## src/bpc_pkg.sv

```systemverilog
// Package for the barometric pressure compensation block.
// Holds the pipeline constants, field widths, register indexes and helper functions.
package bpc_pkg;

  localparam int RawTempWidth  = 16;
  localparam int RawPresWidth  = 19;
  localparam int CfgWidth      = 48;
  localparam int CfgIdxWidth   = 3;
  localparam int DivWidth      = 32;

  // Register indexes of the configuration port.
  localparam logic [CfgIdxWidth-1:0] RegOffset = 3'd0;
  localparam logic [CfgIdxWidth-1:0] RegScale  = 3'd1;
  localparam logic [CfgIdxWidth-1:0] RegB      = 3'd2;
  localparam logic [CfgIdxWidth-1:0] RegM      = 3'd3;
  localparam logic [CfgIdxWidth-1:0] RegOss    = 3'd4;

  // Arithmetic shift right of a 32-bit word.
  function automatic logic [31:0] asr32(input logic [31:0] v, input logic [4:0] s);
    asr32 = 32'($signed(v) >>> s);
  endfunction

  // Sign extension of a 16-bit coefficient.
  function automatic logic [31:0] sx16(input logic [15:0] v);
    sx16 = {{16{v[15]}}, v};
  endfunction

endpackage

```

## src/bpc_temp.sv

```systemverilog
// Temperature front end: x1 product, divider operands and b5 assembly helpers.
// Depends on bpc_pkg; its divider result is joined in the top level.
module bpc_temp (
  input  logic                               clk,
  input  logic                               rst_n,
  input  logic                               in_valid,
  input  logic [bpc_pkg::RawTempWidth-1:0]   in_ut,
  input  logic [bpc_pkg::RawPresWidth-1:0]   in_up,
  input  logic [15:0]                        ac5,
  input  logic [15:0]                        ac6,
  input  logic [15:0]                        mc,
  input  logic [15:0]                        md,
  output logic                               out_valid,
  output logic [31:0]                        out_x1,
  output logic [31:0]                        out_num_mag,
  output logic [31:0]                        out_den_mag,
  output logic                               out_neg,
  output logic                               out_dzero,
  output logic [bpc_pkg::RawPresWidth-1:0]   out_up
);
  import bpc_pkg::*;

  logic        v1_r, v2_r;
  logic [31:0] diff_r;
  logic [RawPresWidth-1:0] up1_r, up2_r;
  logic [31:0] x1_r, nm_r, dm_r;
  logic        neg_r, dz_r;
  logic [31:0] x1_nxt, d_nxt, n_nxt;

  // Stage one: subtract ac6.
  always_ff @(posedge clk) begin
    if (!rst_n) begin
      v1_r <= 1'b0;
    end else begin
      v1_r <= in_valid;
    end
    diff_r <= {16'd0, in_ut} - {16'd0, ac6};
    up1_r  <= in_up;
  end

  // Stage two: product, shift, and signed-divide operand magnitudes.
  always_comb begin
    x1_nxt = asr32(32'(diff_r * {16'd0, ac5}), 5'd15);
    d_nxt  = x1_nxt + sx16(md);
    n_nxt  = sx16(mc) << 11;
  end

  always_ff @(posedge clk) begin
    if (!rst_n) begin
      v2_r <= 1'b0;
    end else begin
      v2_r <= v1_r;
    end
    x1_r  <= x1_nxt;
    nm_r  <= n_nxt[31] ? 32'(-n_nxt) : n_nxt;
    dm_r  <= d_nxt[31] ? 32'(-d_nxt) : d_nxt;
    neg_r <= n_nxt[31] ^ d_nxt[31];
    dz_r  <= (d_nxt == '0);
    up2_r <= up1_r;
  end

  assign out_valid   = v2_r;
  assign out_x1      = x1_r;
  assign out_num_mag = nm_r;
  assign out_den_mag = dm_r;
  assign out_neg     = neg_r;
  assign out_dzero   = dz_r;
  assign out_up      = up2_r;

endmodule

```

## config.mk

```make
export PLATFORM = sky130hd
export DESIGN_NAME = bpc_temp
export DESIGN_NICKNAME = d
export VERILOG_FILES = /design/src/bpc_pkg.sv /design/src/bpc_temp.sv
export SDC_FILE = /design/constraint.sdc
export NUM_CORES = 1
export LEC_CHECK = 0
export BUFFER_PORTS_ARGS = -buffer_cell sky130_fd_sc_hd__buf_2
export CAP_MARGIN = 10
export CORE_ASPECT_RATIO = 1.75
export CORE_UTILIZATION = 45
export DETAILED_ROUTE_END_ITERATION = 16
export MAX_ROUTING_LAYER = met4
export PLACE_DENSITY_LB_ADDON = 0.05
export SLEW_MARGIN = 15
export SYNTH_ARGS = -nofsm -noshare
export SYNTH_HDL_FRONTEND = slang
export SYNTH_SLANG_ARGS = --single-unit
```

## constraint.sdc

```tcl
create_clock -name clk -period 14.15 [get_ports clk]
set_input_delay 1.415 -clock clk [delete_from_list [all_inputs] [get_ports clk]]
set_output_delay 1.415 -clock clk [all_outputs]
set_load 0.01 [all_outputs]
```

Yosys cells after proc, flatten, opt, wreduce, memory -nomap -nowiden

Cells that the tools add are included.

Add/sub/neg operators: 4
Mux-type cells: 2
Multiply operators: 1
Reductions and logical operators: 1
Bitwise logic cells: 1

Operator list:

| kind              | count |
|---|---|
| $neg A32 Y32      | 2 |
| $logic_not A32 Y1 | 1 |
| $mul A17 B17 Y32  | 1 |
| $mux W31          | 1 |
| $mux W26          | 1 |
| $add A17 B16 Y18  | 1 |
| $sub A16 B16 Y17  | 1 |
| $xor A1 B1 Y1     | 1 |

Logic and storage cells: 22
Output and inout port bits: 118
Bits in registers: 140
Bits of input ports: 102

Logic depth before layout (Yosys ltp)

Depth in word-level cells: 4
Depth in mapped cells: 34
Mapped depth without buffers: 31

Worst setup path before layout

Ideal clock, no wire load.

Path type: input-to-reg
Start: in ac5[8]
End: reg dm_r[10] (netlist: out_den_mag[10])
Setup time: 0.126 ns
Data required time: 14.024 ns
Path buffers: 3
Slack: 5.421 ns
Stages on the path: 33
Arrival: 8.603 ns
Path through: clkbuf_1 clkbuf_1 nand2_1 fa_1 inv_1 fa_1 inv_1 fa_1 inv_1 fa_1 fa_1 inv_1 fa_1 inv_1 ha_1 and3_1 nand2_1 a211oi_1 o311a_1 o21ai_1 a21boi_1 o22a_1 xor2_1 ha_1 a21oi_1 o221ai_1 o22a_1 o21ai_1 o211a_1 a31o_2 buf_2 o31ai_1 xnor2_1

Cells in the longest elaborated chain, start to end: 4

Ends and longest elaborated chain:

| item                   | RTL line       | source |
|---|---|---|
| start: declaration     | bpc_temp.sv:9  | `input logic [15:0] ac5,` |
| $mul A17 B17 Y32 (*)   | bpc_temp.sv:43 | `x1_nxt = asr32(32'(diff_r * {16'd0, ac5}), 5'd15);` |
| via x1_nxt[8]          | bpc_temp.sv:28 | `logic [31:0] x1_nxt, d_nxt, n_nxt;` |
| $add A17 B16 Y18 (*)   | bpc_temp.sv:44 | `d_nxt = x1_nxt + sx16(md);` |
| $neg A32 Y32           | bpc_temp.sv:56 | `dm_r <= d_nxt[31] ? 32'(-d_nxt) : d_nxt;` |
| $mux W31 (*)           | bpc_temp.sv:56 |  |
| end signal: assignment | bpc_temp.sv:56 |  |
| end: declaration       | bpc_temp.sv:26 | `logic [31:0] x1_r, nm_r, dm_r;` |

Mark *: on every way through the listed nets, which the timed path passes. The rest lies on a longest branch.
A chain may end at the register's enable or synchronous reset.

Final worst setup path

Start: in ac5[4]
End: reg dm_r[15] (netlist: out_den_mag[15])

The elaborated chain is that of the path after synthesis.

==> qor.csv <==
metric,value,unit
grt_max_degree,19,
drv_cap,0,
drive_above_1_share,14.8,%
yosys.area.top_type,fa_1,
highest_layer,met4,
cpMaxStageDelayCell,o221ai_1,
max_stage_delay,0.58,ns
vias,10816,
async_reset_ff_share,0,%
ys_types,59,
fp.dieArea,33700,µm²
critical_path_class,in2reg,
wl_met3,903,µm
portBuffers,208,
failed_checks,design-rule violations,
grt_pass1_vias,12108,
final_cell_area,16700,µm²
cts_root_buf,clkbuf_16,
hpwl,29400,µm
cts_tree,built,
cts-resized-gates,0,
synth-simple-area-share,13.9,%
fin_skew,0.0172,ns
clock_latency,0.46,ns
wl_met2,21300,µm
place_area,16100,µm²
grt_antenna_before_repair,0,
setup_tns,0,ns
arrival,9.34,ns
diodes,0,
endpoint_kind,flop,
clock_path_buffers,2,
nets,2251,
start_util,45.9,%
synth_mux_area_share,0.0675,%
avgSynthCellArea,9.41,µm²
syn_inst,1576,
cp_common_cell,fa_1,
finalSetupViolations,0,
fill_cells,3155,
finalHoldViolations,0,
critPathMaxFanout,17,
status,"complete, but fails checks",
syn_to_final_growth,12.8,%
rsz0062_at_grt,no,
synth_common_cells,"inv_1 (360), fa_1 (267), nand2_1 (187), dfxtp_1 (129), and2_1 (127)",
synth.area.top_cells,"fa_1 (36%), dfxtp_1 (17%), ha_1 (9.7%)",
synth-warning-count,0,
chipHeight,242,µm
drt-met1-wl,11500,µm
first_iter_violations,415,
fin_crit,9.00,ns
dr.pass1.iters,11,
via_per_inst,4.96,
drcViolationCount,7,
synth_compound_area_share,6.53,%
postCtsSetupRepairBufs,0,
cts-buffers-inserted,17,
synth_top_family_by_area,adder cells,
post-route-period-util,63.6,%
num_rows,87,
fmax,0.111,GHz
relSlewSlack,45.3,%
grt_first_pass_wirelength,59700,µm
slew_violations,0,
required,14.49,ns
yosysTopAreaCellShare,36.1,%
die_w,139,µm
cpLargestDelayFamily,adder cells,
tightestPinTransition,0.819,ns
cts_hold_repair.buffers,0,
ys_seq_area_share,17.4,%
synth.most_common_cell,inv_1,
synthAdderAreaFrac,45.8,%
hp-class,reg2reg,
synth_ff_type,dfxtp_1,
wl,35700,µm
route.detailed.wl_per_inst,16.4,µm
ant_nets,0,
synth-xor-area-share,4.78,%
crit_buf_inv,4,
routabilityCongestion,0.855,
critPathLaunchType,input port,
io_pins,220,
grt.overflow.total,0,
clk_pin_slew,0.07,ns
track_usage,24.1,%
core_area,32300,µm²
synth_edf_count,0,
htree_levels,4,
netlist_area,14800,µm²
clock-sinks,129,
yosys_register_bits,129,
-- placed cells by master, fill, tap and decap left out, drive strengths merged, types with 3 or more instances in the layout --
cell type  netlist  routed
inv            360     371
fa             267     267
buf             28     210
nand2          187     187
dfxtp          129     129
and2           127     127
ha             115     115
xnor2           57      57
a21oi           34      34
nor2            31      31
conb             1      30
o21ai           30      30
xor2            23      23
clkbuf          39      17
a21o            14      14
nand3           14      14
or3             12      12
nor3             9       9
a211oi           9       9
o31ai            8       8
nand2b           8       8
a31oi            8       8
o21a             7       7
and3             7       7
or2              6       6
nor4             6       6
o211ai           4       4
nor2b            4       4
o221ai           4       4
a211o            3       3
o22ai            3       3
clkinv           0       3
-- metal layers --
metal / global-route usage, % / vias to the layer above
met5: - / -
met4: 13.0 / 0
met3: 2.81 / 83
met2: 48.5 / 213
met1: 21.2 / 5448
li1: - / 5072
-- logic make-up after synthesis --
| family | Yosys count |
|---|---|
| buffers and inverters | 427 |
| and+or+nand+nor | 415 |
| adders and majority gates | 382 |
| AOI/OAI and AO/OA | 141 |
| DFF | 129 |
| xor gates and xnor gates | 80 |
| other | 1 |
| muxes | 1 |
-- path summary, 6_finish.rpt --
| kind | start | cells after the start | to | slack (ns) |
|---|---|---|---|---|
| setup / recovery | ac5[4] | 29 | out_den_mag[15]$_DFF_P_ | 5.15 |
| hold / removal | up1_r[12]$_DFF_P_ | 0 | out_up[12]$_DFF_P_ | 0.32 |
| setup reg to reg | diff_r[4]$_DFF_P_ | 28 | out_den_mag[15]$_DFF_P_ | 5.59 |
| hold reg to reg | up1_r[12]$_DFF_P_ | 0 | out_up[12]$_DFF_P_ | 0.32 |
-- cell type report --
cell class              count  area, µm²  share of cell area, %
flip-flops and latches    129       2580                   15.4
well taps                 400        500                   2.99
repair buffers            210       1060                   6.31
inverters                 360       1350                   8.08
clock buffers              17        425                   2.54
clock inverters            15        160                  0.957
multi-input cells        1049      10700                   63.7
-- sequential cells by signal (all words and copies together), names as in the netlist --
register and cells:
out_dzero 1, diff_r 17, v1_r 1, out_x1 17
out_neg 1, out_up 19, out_valid 1, out_num_mag 21
out_den_mag 32, up1_r 19
-- metrics by stage --
stage,hold slack (ns),utilization [%],std cells,setup WS (ns)
floorplan,0.310,-,1605,5.42
detailed placement,0.312,49.9,2148,4.72
global placement,0.310,49.9,2148,4.79
global route,0.334,51.7,2180,4.60
CTS,0.323,51.7,2180,5.15
finish,0.320,51.7,2180,5.15
Power is left out: the tool's default activity adds up to more than one toggle a clock period on the data nets, which glitch-free logic cannot reach.
