[src/bpc_pkg.sv]
// Package for the barometric pressure compensation block.
// Holds the pipeline constants, field widths, register indexes and helper functions.
package bpc_pkg;

  localparam int RawTempWidth  = 16;
  localparam int RawPresWidth  = 19;
  localparam int CfgWidth      = 48;
  localparam int CfgIdxWidth   = 3;
  localparam int DivWidth      = 32;

  // Register indexes of the configuration port.
  localparam logic [CfgIdxWidth-1:0] RegOffset = 3'd0;
  localparam logic [CfgIdxWidth-1:0] RegScale  = 3'd1;
  localparam logic [CfgIdxWidth-1:0] RegB      = 3'd2;
  localparam logic [CfgIdxWidth-1:0] RegM      = 3'd3;
  localparam logic [CfgIdxWidth-1:0] RegOss    = 3'd4;

  // Arithmetic shift right of a 32-bit word.
  function automatic logic [31:0] asr32(input logic [31:0] v, input logic [4:0] s);
    asr32 = 32'($signed(v) >>> s);
  endfunction

  // Sign extension of a 16-bit coefficient.
  function automatic logic [31:0] sx16(input logic [15:0] v);
    sx16 = {{16{v[15]}}, v};
  endfunction

endpackage

[src/bpc_udiv.sv]
// Pipelined unsigned restoring divider, one quotient bit per stage.
// Depends on bpc_pkg for the word width; carries a tag alongside.
module bpc_udiv #(
  parameter int TagWidth = 8
) (
  input  logic                        clk,
  input  logic                        rst_n,
  input  logic                        in_valid,
  input  logic [bpc_pkg::DivWidth-1:0] in_num,
  input  logic [bpc_pkg::DivWidth-1:0] in_den,
  input  logic [TagWidth-1:0]          in_tag,
  output logic                        out_valid,
  output logic [bpc_pkg::DivWidth-1:0] out_quo,
  output logic [TagWidth-1:0]          out_tag
);
  import bpc_pkg::*;

  localparam int N = DivWidth;

  logic             v_r   [N+1];
  logic [N-1:0]     rem_r [N+1];
  logic [N-1:0]     num_r [N+1];
  logic [N-1:0]     den_r [N+1];
  logic [TagWidth-1:0] tag_r [N+1];

  always_comb begin
    v_r[0]   = in_valid;
    rem_r[0] = '0;
    num_r[0] = in_num;
    den_r[0] = in_den;
    tag_r[0] = in_tag;
  end

  // Each stage brings down one numerator bit and tries one subtraction.
  for (genvar i = 0; i < N; i++) begin : g_stage
    logic [N:0]   trial;
    logic [N:0]   diff;
    always_comb begin
      trial = {rem_r[i], num_r[i][N-1]};
      diff  = trial - {1'b0, den_r[i]};
    end
    always_ff @(posedge clk) begin
      if (!rst_n) begin
        v_r[i+1] <= 1'b0;
      end else begin
        v_r[i+1] <= v_r[i];
      end
      rem_r[i+1] <= diff[N] ? trial[N-1:0] : diff[N-1:0];
      num_r[i+1] <= {num_r[i][N-2:0], ~diff[N]};
      den_r[i+1] <= den_r[i];
      tag_r[i+1] <= tag_r[i];
    end
  end

  assign out_valid = v_r[N];
  assign out_quo   = num_r[N];
  assign out_tag   = tag_r[N];

endmodule

[config.mk]
export PLATFORM = sky130hd
export DESIGN_NAME = bpc_udiv
export DESIGN_NICKNAME = d
export VERILOG_FILES = /design/src/bpc_pkg.sv /design/src/bpc_udiv.sv
export SDC_FILE = /design/constraint.sdc
export NUM_CORES = 2
export LEC_CHECK = 0
export BUFFER_PORTS_ARGS = -buffer_cell sky130_fd_sc_hd__buf_2
export CORE_ASPECT_RATIO = 1.4
export CORE_UTILIZATION = 40
export CTS_BUF_LIST = sky130_fd_sc_hd__clkbuf_4
export DETAILED_ROUTE_END_ITERATION = 7
export PLACE_DENSITY = 0.61
export SLEW_MARGIN = 40
export SYNTH_ARGS = -nofsm -noshare
export SYNTH_HDL_FRONTEND = slang
export SYNTH_SLANG_ARGS = --single-unit
[constraint.sdc]
create_clock -name clk -period 6.1 [get_ports clk]
set_clock_uncertainty 0.15 [all_clocks]
set_input_delay 0 -clock clk [delete_from_list [all_inputs] [get_ports clk]]
set_output_delay 0 -clock clk [all_outputs]
set_load 0.005 [all_outputs]
Word level (Yosys, flattened, before mapping)
Index checks and enable logic that the tools add are counted.

cells by class
  add/sub/neg operators = 32
  mux-type cells = 31
  bitwise gates (word level) = 32

operator list
  operator                      number
  subtractor 33 x 32 -> 33 bit  31
  2-to-1 mux 32 bit             30
  subtractor 1 x 32 -> 33 bit   1
  NOT 1 bit                     32
  2-to-1 mux 1 bit              1

storage, ports and cells
  bits in registers = 3296
  input bits = 75
  output and inout bits = 41
  logic and storage cells = 254

Logic depth before layout (Yosys ltp)
  word-level depth = 2
  depth in mapped cells = 16
  mapped depth without buffers = 15

Worst setup path after synthesis
No wires, ideal clock.

  kind = reg-to-reg
  start point = register num_r, in the netlist g_stage[21].trial[0]
  end point = register rem_r, in the netlist g_stage[22].trial[25]
  library setup time = 0.121 ns
  arrival = 3.526 ns
  required time = 5.829 ns
  slack = 2.304 ns
  stages on the path, launching flop included = 16
  buffers on the path = 1
  period minus slack after synthesis = 3.796 ns
  cells stage by stage = dfxtp_1 > inv_1 > ha_1 > fa_1 > nor2b_1 > o31ai_2 > a221oi_1 > a22o_1 > a221o_1 > a31oi_1 > o21ai_1 > a41o_1 > a41oi_1 > xnor2_1 > buf_2 > mux2_2

on the way
  word-level cells in the longest chain between the ends = 2

ends and longest elaborated chain
  item                               line            RTL
  from (decl)                        bpc_udiv.sv:22  logic [N-1:0] num_r [N+1];
  from (signal, indexed assignment)  bpc_udiv.sv:49  num_r[i+1] <= {num_r[i][N-2:0], ~diff[N]};
  subtractor 33 x 32 -> 33 bit       bpc_udiv.sv:40  diff = trial - {1'b0, den_r[i]};
  2-to-1 mux 32 bit                  bpc_udiv.sv:48  rem_r[i+1] <= diff[N] ? trial[N-1:0] : diff[N-1:0];
  to (signal, indexed assignment)    bpc_udiv.sv:48
  to (decl)                          bpc_udiv.sv:21  logic [N-1:0] rem_r [N+1];

Every way passes these cells.
A chain may end at the register's enable or synchronous reset.

Worst setup path after layout
  start point = register den_r[832] (netlist name)
  end point = register rem_r, in the netlist g_stage[7].trial[14]

on the way
  word-level cells in the longest chain between the ends = 2

ends and longest elaborated chain
  item                               line            RTL
  from (decl)                        bpc_udiv.sv:23  logic [N-1:0] den_r [N+1];
  from (signal, indexed assignment)  bpc_udiv.sv:50  den_r[i+1] <= den_r[i];
  subtractor 33 x 32 -> 33 bit       bpc_udiv.sv:40
  2-to-1 mux 32 bit                  bpc_udiv.sv:48

Every way passes these cells.

==> results.md <==
* number of levels in the clock H-tree: 6
* status: completed
* end of the worst register-to-register path: g_stage[7].trial[14]
* CP max FO: 36
* clock tree root driver cell: sky130_fd_sc_hd__clkbuf_4
* highest cell delay on the worst timing path: 0.73 ns
* final wirelength: 275000 microns
* total global routing overflow: 0
* initial antenna violation count: 14
* Port Buf Inserts: 115
* Worst Reg-to-Reg Cells: 15
* crit end category: flop
* first-pass GRT wire length: 435000 microns
* FF-to-FF Start: den_r[832]
* setup violators final: 0
* period utilization: 82.6%
* worst hold endpoint: num_r[240]
* TritonCTS Buffers: 790
* initial standard-cell utilization of the core: 40.2%
* Critical Path Source Type: flop
* Max clock buf depth: 4
* fraction of the yosys area taken by sequential cells: 51.2%
* area growth from synthesis to layout: 14.2%
* via density per instance: 4.87
* count of filler cells inserted in the layout: 30400
* ports placed on the boundary: 116
* hold path start: num_r[271]
* P_sw: 32.8 mW
* Max-cap violations: 0
* overall power consumption: 90.1 mW
* maximum number of pins on one net before global-route repair: 44
* Gate power share: 46.7%
* Primary FF master, synth: sky130_fd_sc_hd__dfxtp_1
* highest clock rate: 0.199 GHz
* worst path arrival time: 6.14 ns
* commonest cells after routing, fill and taps aside: sky130_fd_sc_hd__dfxtp_1 (3296), sky130_fd_sc_hd__inv_1 (1213), sky130_fd_sc_hd__clkbuf_4 (1131)
* area of the mapped netlist: 129000 sq um
* half-perimeter wire length of the detailed placement result: 207000 microns
* number of remaining DRC errors: 0
* fraction of synthesis flops using an asynchronous set or reset pin: 0%
* wire length on met3: 8950 microns
* count of state elements after synthesis: 3296
* Internal Pwr Total: 57.3 mW
* number of flops mapped to enable cells by yosys: 0
* Clock Power Share: 19.4%
* gate count of the mapped netlist: 12100
* routability cong.: 0.903
* Post-CTS Setup Repair Bufs: 0
* proportion of power drawn by flip-flops and latches: 33.8%
* final hold violation count: 0
* wire length on met1: 82700 microns
* WL per Instance: 15.3 microns
* core area: 321000 sq um
* setup TNS after final layout: 0 ns
* CP Data Required Time: 7.20 ns
* switch share: 36.4%
* CTS tree: built
* number of detailed-route iterations in the first pass: 7
* cells resized by post-CTS repair: 0
* Clock Sink Count: 3296
* Rows: 246
* uppermost metal layer occupied by signal nets: met5
* drt initial violations: 2379
* leading cell type in the layout, fill and taps excluded: sky130_fd_sc_hd__dfxtp_1
* relative max-transition margin: 38.6%
* classification of the worst-slack hold path: flop to flop
* GRT Overall Usage: 16.5%
* number of vias after detailed routing: 87600
* highest-delay cell along the critical path: sky130_fd_sc_hd__dfxtp_1
* Pwr per Cell Area: 612 nW/um^2
* peak ir drop on the vdd network: 0.408 mV
* later-pin clock latency in the skew report: 1.41 ns
* Hold Path Cell Cnt: 0
* final slew viol count: 0
* Static Leakage: 68.3 nW
* area of the die: 325000 sq um
* total area of multi-input combinational cells: 57400 sq um
* number of library cell types mapped by synthesis: 102
* warnings from Yosys: 0
* die width: 482 microns
* actual slew at the worst max-slew pin: 0.918 ns
* critical path type: flop to flop
* Final Critical Period: 5.04 ns
* share of cells above drive strength 1: 16.6%
* final net count: 14200
* per-instance average area after synthesis: 10.6 sq um
* Cell Chain, Critical Path: ha_1 > fa_1 > nor2b_1 > o31a_1 > o41ai_1 > o32ai_1 > buf_4 > a221oi_1 > a31oi_1 > a21o_1 > a21oi_1 > xnor2_2 > buf_12 > inv_1 > o31ai_1
* clock transition at the register clock pins on the worst setup and hold paths after CTS: 0.06 ns
* wire length on met2: 161000 microns
* post-route ant nets: 0
* slack of the worst reg-to-reg path: 1.06 ns
* combined flip-flop and latch cell area: 66000 sq um
* RSZ-0062 raised after global routing: no
* number of hold-repair buffers added at the cts stage: 281
* die boundary height: 674 microns
* number of global-route vias before repair: 92400
-- how the worst max path moves through the flow --
stage                         start                     to  slack, ns
4_1_cts                  den_r[832]   g_stage[7].trial[14]       0.98
6_report                 den_r[832]   g_stage[7].trial[14]       1.06
3_3_place_gp   g_stage[15].trial[0]  g_stage[16].trial[31]       0.98
3_5_place_dp             den_r[290]   g_stage[24].trial[5]       1.10
5_1_grt                  den_r[832]   g_stage[7].trial[14]       0.86
2_1_floorplan  g_stage[21].trial[0]  g_stage[22].trial[25]       2.30
-- synthesized netlist by cell type, drive strengths merged, types with 24 or more instances --
library cell / count / area, sq um
and4: 24 / 210
a41oi: 24 / 233
fa: 30 / 601
ha: 993 / 12400
a21boi: 27 / 203
o211ai: 33 / 253
nand2: 549 / 2060
o31a: 40 / 350
nor4: 26 / 163
nand2b: 91 / 569
or3: 35 / 219
o31ai: 61 / 473
and2: 72 / 450
and3: 67 / 419
a31oi: 100 / 647
buf: 110 / 738
o21ai: 567 / 2840
a221oi: 32 / 287
nor3: 108 / 541
nand4: 109 / 682
inv: 1214 / 4560
nor2: 439 / 1650
a21o: 456 / 3420
xnor2: 539 / 4740
xor2: 294 / 2570
mux2: 773 / 9100
dfxtp: 3296 / 66000
clkbuf: 155 / 582
or2: 25 / 156
nand3: 156 / 781
o21a: 166 / 1250
a211oi: 66 / 500
mux2i: 69 / 691
a21oi: 809 / 4060
o21bai: 112 / 841
nor2b: 152 / 951
-- area by class of cell --
| class | instances | share of cell area, % |
|---|---|---|
| Clock buffer | 1131 | 5.77 |
| Timing Repair Buffer | 462 | 2.69 |
| Clock inverter | 236 | 0.970 |
| Inverter | 1214 | 3.09 |
| Multi-Input combinational cell | 7360 | 39.0 |
| Tap cell | 4216 | 3.58 |
| Sequential cell | 3296 | 44.8 |
| Antenna cell | 50 | 0.0850 |
-- metrics by stage --
| stage | cell area [sq um] | hold slack [ns] | utilization (%) | cells | setup WS (ns) |
|---|---|---|---|---|---|
| 4_1_cts | 147000 | 0.00687 | 45.9 | 17900 | 0.980 |
| 2_1_floorplan | 129000 | -0.122 | - | 12100 | 2.30 |
| 6_report | 147000 | 0.0818 | 45.9 | 18000 | 1.06 |
| 5_1_grt | 147000 | 0.0979 | 45.9 | 18000 | 0.857 |
| 3_5_place_dp | 134000 | -0.0464 | 41.9 | 16300 | 1.10 |
| 3_3_place_gp | 134000 | -0.0475 | 41.9 | 16300 | 0.983 |
-- state kept, by name (all words and copies together) (netlist names) --
signal	flops
num_r	961
den_r	992
out_valid	1
out_quo	32
tag_r	248
v_r	31
g_stage.trial	1023
out_tag	8
-- metal layers --
metal / vias up / track usage [%]
met3: 985 / 3.09
li1: 44300 / -
met5: - / 0
met2: 1571 / 35.2
met4: 16 / 13.6
met1: 40700 / 11.8
-- power groups by stage --
stage / sequential, mW / clock (mW) / combinational (mW)
floorplan: 29.7 / 0 / 33.7
global route: 31.0 / 19.4 / 46.5
detailed placement: 31.0 / 0 / 42.0
CTS: 30.6 / 18.3 / 42.5
global placement: 31.0 / 0 / 41.6
finish: 30.5 / 17.5 / 42.1
-- kinds of logic (layout without fill, tap and decap cells) --
| logic type | after synthesis | after routing | share of synthesized area [%] |
|---|---|---|---|
| flops | 3296 | 3296 | 51.2 |
| compound gates | 2730 | 2730 | 13.7 |
| simple gates | 1917 | 1917 | 7.26 |
| buf+inv | 1479 | 3043 | 4.56 |
| fa+ha+maj | 1023 | 1023 | 10.1 |
| mux | 842 | 842 | 7.59 |
| xor+xnor | 833 | 833 | 5.67 |
| other cells | 1 | 65 | 0.00291 |
-- critical path, delay by kind of cell, from the launching register on --
family          cells  cell delay [ns]
buf+inv             3             0.57
flops               1             0.73
xor+xnor            1             0.16
fa+ha+maj           2             0.52
compound gates      8             2.61
simple gates        1             0.08
(Power assumes the default switching activity.)
